File: src/sv/btpc_pkg.sv
// Shared types and constants for the barometric compensation pipeline.
// No dependencies; used by btpc_wmul and baro_temp_pressure_compensation.
`default_nettype none

package btpc_pkg;

  // Configuration port
  localparam int CFG_IDX_W  = 2;
  localparam int CFG_DATA_W = 48;

  typedef enum logic [CFG_IDX_W-1:0] {
    CFG_TEMP       = 2'd0,
    CFG_PRESS_GAIN = 2'd1,
    CFG_PRESS_OFFS = 2'd2,
    CFG_PRESS_HIGH = 2'd3
  } cfg_idx_t;

  // Calibration register widths
  localparam int TCAL_W = 40;
  localparam int PGCAL_W = 48;
  localparam int POCAL_W = 48;
  localparam int PHCAL_W = 32;

  // Offset removed from the P1 and P2 coefficients
  localparam logic signed [16:0] P_COEF_OFFSET = 17'sd16384;

  // Result ranges
  localparam logic signed [23:0] TEMP_MAX = 24'sh7FFFFF;
  localparam logic signed [23:0] TEMP_MIN = 24'sh800000;
  localparam logic [24:0]        PRES_MAX = 25'h1FFFFFF;

  // Wide multiplier defaults
  localparam int MUL_CHUNK  = 32;
  localparam int WMUL_XW    = 64;
  localparam int WMUL_YW    = 28;

  typedef struct packed {
    logic [23:0] raw_pressure;
    logic [23:0] raw_temperature;
  } in_t;

  typedef struct packed {
    logic signed [23:0] temperature_out;
    logic [24:0]        pressure_out;
    logic               clamped;
  } out_t;

endpackage

`default_nettype wire

File: src/sv/btpc_wmul.sv
// Wide signed by narrow signed multiplier, split into 32-bit chunk products.
// Chunk products are registered; their shifted sum is combinational. Uses btpc_pkg.
`default_nettype none

module btpc_wmul import btpc_pkg::*; #(
  parameter int XW = WMUL_XW,
  parameter int YW = WMUL_YW
) (
  input  wire logic                   clk,
  input  wire logic                   en,
  input  wire logic signed [XW-1:0]   x,
  input  wire logic signed [YW-1:0]   y,
  output logic signed [XW+YW-1:0]     prod
);

  localparam int CW  = MUL_CHUNK;
  localparam int NC  = (XW + CW - 1) / CW;
  localparam int EXW = NC * CW;
  localparam int PW  = CW + 1 + YW;
  localparam int RW  = XW + YW;

  logic signed [EXW-1:0] xe;
  logic signed [PW-1:0]  pp_nxt [NC];
  logic signed [PW-1:0]  pp_r   [NC];
  logic signed [RW-1:0]  acc;

  assign xe = EXW'(x);

  // Form one product per chunk: low chunks unsigned, top chunk signed
  always_comb begin
    for (int i = 0; i < NC; i++) begin
      if (i == NC - 1) begin
        pp_nxt[i] = PW'($signed({xe[i*CW+CW-1], xe[i*CW +: CW]})) * PW'(y);
      end else begin
        pp_nxt[i] = PW'($signed({1'b0, xe[i*CW +: CW]})) * PW'(y);
      end
    end
  end

  // Hold chunk products while the stage is stalled
  always_ff @(posedge clk) begin
    if (en) begin
      for (int i = 0; i < NC; i++) begin
        pp_r[i] <= pp_nxt[i];
      end
    end
  end

  // Align and add chunk products
  always_comb begin
    acc = '0;
    for (int i = 0; i < NC; i++) begin
      acc = acc + (RW'(pp_r[i]) <<< (i * CW));
    end
  end

  assign prod = acc;

endmodule

`default_nettype wire

File: config.mk
export PLATFORM = sky130hd
export DESIGN_NAME = btpc_wmul
export DESIGN_NICKNAME = d
export VERILOG_FILES = /design/src/sv/btpc_pkg.sv /design/src/sv/btpc_wmul.sv
export SDC_FILE = /design/constraint.sdc
export NUM_CORES = 2
export LEC_CHECK = 0
export BUFFER_PORTS_ARGS = -buffer_cell sky130_fd_sc_hd__buf_2
export CORE_UTILIZATION = 50
export CTS_BUF_LIST = sky130_fd_sc_hd__clkbuf_2
export CTS_CLUSTER_SIZE = 25
export DETAILED_ROUTE_END_ITERATION = 16
export HOLD_SLACK_MARGIN = 0.15
export MAX_ROUTING_LAYER = met4
export PLACE_DENSITY_LB_ADDON = 0.08
export SLEW_MARGIN = 25
export SYNTH_ARGS = -nofsm -noshare
export SYNTH_HDL_FRONTEND = slang
export SYNTH_SLANG_ARGS = --single-unit
export TNS_END_PERCENT = 5
File: constraint.sdc
create_clock -name clk -period 17.6 [get_ports clk]
set_input_delay 2.64 -clock clk [delete_from_list [all_inputs] [get_ports clk]]
set_output_delay 2.64 -clock clk [all_outputs]
set_load 0.02 [all_outputs]
Word level (Yosys, flattened, before mapping). Memories as Yosys holds them, arrays and structs flattened. Index checks and enable logic that the tools add are counted.

Multiplexer cells: 2. Multiply operators: 2. Add/subtract/negate cells: 1.

Operators with widths (count): $add 61x92->92 (1); $mul 33x28->61 (1); $mul 32x28->60 (1); $mux 1 (2).

Bits in writable memories: 122. Memories kept: 1. Flip-flop bits (word level): 0. Word-level logic and storage cells: 6. Output and inout port bits: 92.

Memories: pp_r (words 2, width 61, read ports 2, clocked after Yosys merged registers in 0, wr ports 2, line btpc_wmul.sv:24) `logic signed [PW-1:0] pp_r [NC];`.

Logic depth before layout (Yosys ltp).
Word-level depth: 2. Depth in mapped cells: 30. Gate-level depth less buffers: 27.

Worst setup path after synthesis. Ideal clock, no wire load.

Path type: input-to-reg. From: input y[1]. To: memory pp_r[0][120] (netlist bit) (data pin). Setup slack: 7694 ps. Stages: 30. Required time: 17338 ps. Arrival: 9645 ps. Cells stage by stage: clkbuf_1 -> clkbuf_1 -> nand2_1 -> inv_1 -> fa_1 -> inv_1 -> fa_1 -> inv_1 -> fa_1 -> fa_1 -> inv_1 -> fa_1 -> inv_1 -> fa_1 -> inv_1 -> fa_1 -> inv_1 -> ha_1 -> ha_1 -> clkbuf_1 -> nand3_1 -> nor2_1 -> inv_1 -> o21bai_1 -> a21oi_1 -> o21ai_0 -> o21ai_1 -> a211oi_1 -> a211oi_1 -> xnor2_1.

RTL lines: start: declaration (line btpc_wmul.sv:12) `input wire logic signed [YW-1:0] y,`; end: declaration (line btpc_wmul.sv:24).

==> summary.txt <==
Critical path
  • Largest stage delay on the critical path: approximately 0.67 ns
  • CP required: between 15 and 20 ns
  • Crit path DAT: approximately 11 ns
  • Startpoint types: input pin
  • Crit. End Element: register
  • Number of stages on the worst setup path: 26
  • Most used cell, CP: fa_1
  • Cell family with most CP delay: adder cells
  • CP Class: in2reg
  • Critical path buffers and inverters: 6
  • Crit-path max FO: 37
  • Slowest-stage cell, CP: a211oi_1

Synth
  • Warnings from Yosys: 0
  • Most frequent cell after synthesis: fa_1
  • Async SR Flop Fraction: 0%
  • Syn Inst Count: roughly 7.4k
  • Mapped Area: slightly below 70000 µm²
  • Synthesized net count: 9678
  • Synth Register Bits: around 120
  • Commonest cells post-synth: fa_1, inv_1, and2_1, nand2_1, ha_1
  • Cell taking the most area after synthesis: fa_1
  • Sequential area share after synthesis: roughly 5.3%
  • Mean post-synth cell area: about 9.3 µm²
  • Top-area cell type share of the netlist area: between 40% and 50%
  • Synth area leaders: fa_1, ha_1, inv_1
  • EDFF count, synth: about 120
  • Post-synth cell types: 74
  • Main flop type after synthesis: edfxtp_1

Drt
  • ANT nets after route: 0
  • Vias: 48.8k
  • First-pass DRT Iterations: 6
  • Wire per inst: approximately 22 µm
  • DRC viols: 0
  • Wirelength, routed: around 200000 µm
  • Via density: 5.44
  • Initial DRC Count: 3086

STA
  • Final min period: about 10 ns
  • RSZ-0062 raised after global routing: false
  • Rel. slew slack: between 30% and 40%
  • Final setup viols: 0
  • Max-slew violation count: 0
  • Final worst-path cycle share: 58.5%
  • Worst-Margin Slew: roughly 1 ns
  • Fmax: around 97 MHz
  • Setup TNS: 0 ns
  • Fin. Hold Viols: 0

Cells and area
  • Nets: 9496
  • Top flop regs: pp_r (121)
  • Top reg by flops: pp_r
  • Fillers: 12.7k
  • Fin util: between 50 and 60%
  • Final instance area: between 70000 and 80000 µm²
  • Max FFs per register: 121
  • P&R area growth vs syn: 3.10%
  • Layout cells sized above 1: between 4 and 5%

Die
  • Initial Util: 50.5%
  • Site Rows: 135
  • # IOs: between 150 and 200
  • Die Area: roughly 140000 µm²
  • Die height: 372 µm
  • Placeable Area: between 100000 and 150000 µm²
  • Die width: around 370 µm

Clock tree
  • CTS root buffer: clkbuf_2
  • Inserted Clock Buffers: 17
  • Clk buf depth: 2
  • Setup repair bufs after CTS: 0
  • CTS Hold Bufs: 0
  • CTS tree: built
  • Sink Count: ~120
  • Clock Pin Slew Worst Setup and Hold Paths: ~0.28 ns
  • Post-CTS Resized: 0
  • H-Tree Depth: 4

Hold path
  • Min-Delay Path Class: in2reg
  • Hold depth: 1

Status
  • Status: finished clean

Placement
  • RePlAce Congestion: about 0.9
  • Dpl hpwl: roughly 150000 µm
  • Placement Cell Area: 70300 µm²
  • Port Buffer Count: 185

Global routing
  • Initial antenna violation count: 8
  • GRT Residual Overflow: 0
  • Vias in the first global route: 52.7k
  • Largest net degree at the start of global routing: just under 70
  • Global-route wire length before repair: ~310000 µm
  • GRT Overall Usage: 30.4%

Run
  • Max Cap Viol: 0
[routing by layer]
layer  up-vias  track usage, %  share of wire [%]
li1      21200               -                  -
met1     25900            39.5                 42
met2      1388            50.2                 50
met3       243            3.42                5.2
met4         0            8.96                3.4
met5         -               -                  0
[layout by cell type (no fill, tap or decap), types with 6 or more instances in the layout]
cell	netlist	layout
a211o_1	8	8
a211oi_1	32	32
a21boi_0	7	7
a21o_1	91	91
a21oi_1	162	162
a311oi_1	6	6
a31o_2	6	6
a31oi_1	19	19
and2_1	918	918
and3_1	13	13
and4_1	6	6
buf_2	5	183
buf_4	32	68
clkbuf_2	1	17
diode_2	0	11
edfxtp_1	121	121
fa_1	1706	1706
ha_1	528	528
inv_1	1666	1666
inv_6	0	6
nand2_1	908	908
nand2b_1	39	39
nand3_1	42	42
nand4_1	21	21
nor2_1	131	131
nor2b_1	13	13
nor3_1	28	28
o211ai_1	22	22
o21a_1	19	19
o21ai_0	90	90
o21bai_1	29	29
or2_2	6	6
or3_1	9	9
xnor2_1	107	107
xor2_1	62	62
[cell type report]
cell class | instances | area, µm² | area share, %
multi-input combinational | 5109 | 56700 | 80.4
inverter | 1667 | 6260 | 8.87
sequential | 121 | 3630 | 5.15
tap | 1781 | 2230 | 3.16
timing repair buffer | 252 | 1440 | 2.04
clock inverter | 15 | 171 | 0.243
clock buffer | 17 | 85.1 | 0.121
antenna | 11 | 27.5 | 0.0390
[path summary, 6_finish.rpt]
check                 endpoint  startpoint
setup / recovery   pp_r[0][57]        y[5]
hold / removal    pp_r[0][102]          en
[kinds of logic after synthesis]
group | share of synthesized area [%]
DFF | 5.31
and+or+nand+nor | 15.8
AOI/OAI and AO/OA | 5.34
xor gates and xnor gates | 2.16
adders and majority gates | 59.5
buffers and inverters | 11.8
muxes | 0.0457
[through the flow]
step | setup slack, ns | std cells | hold slack (ns)
after floorplan | 7.69 | 7350 | 2.75
after global placement | 6.36 | 8930 | 3.08
after detailed placement | 6.31 | 8930 | 3.09
after CTS | 7.49 | 8962 | 1.96
after global routing | 7.02 | 8968 | 1.97
final | 7.30 | 8973 | 2.06
Power is not shown: default switching activity piles up to over one toggle a cycle in this logic, so the estimate is an artifact.
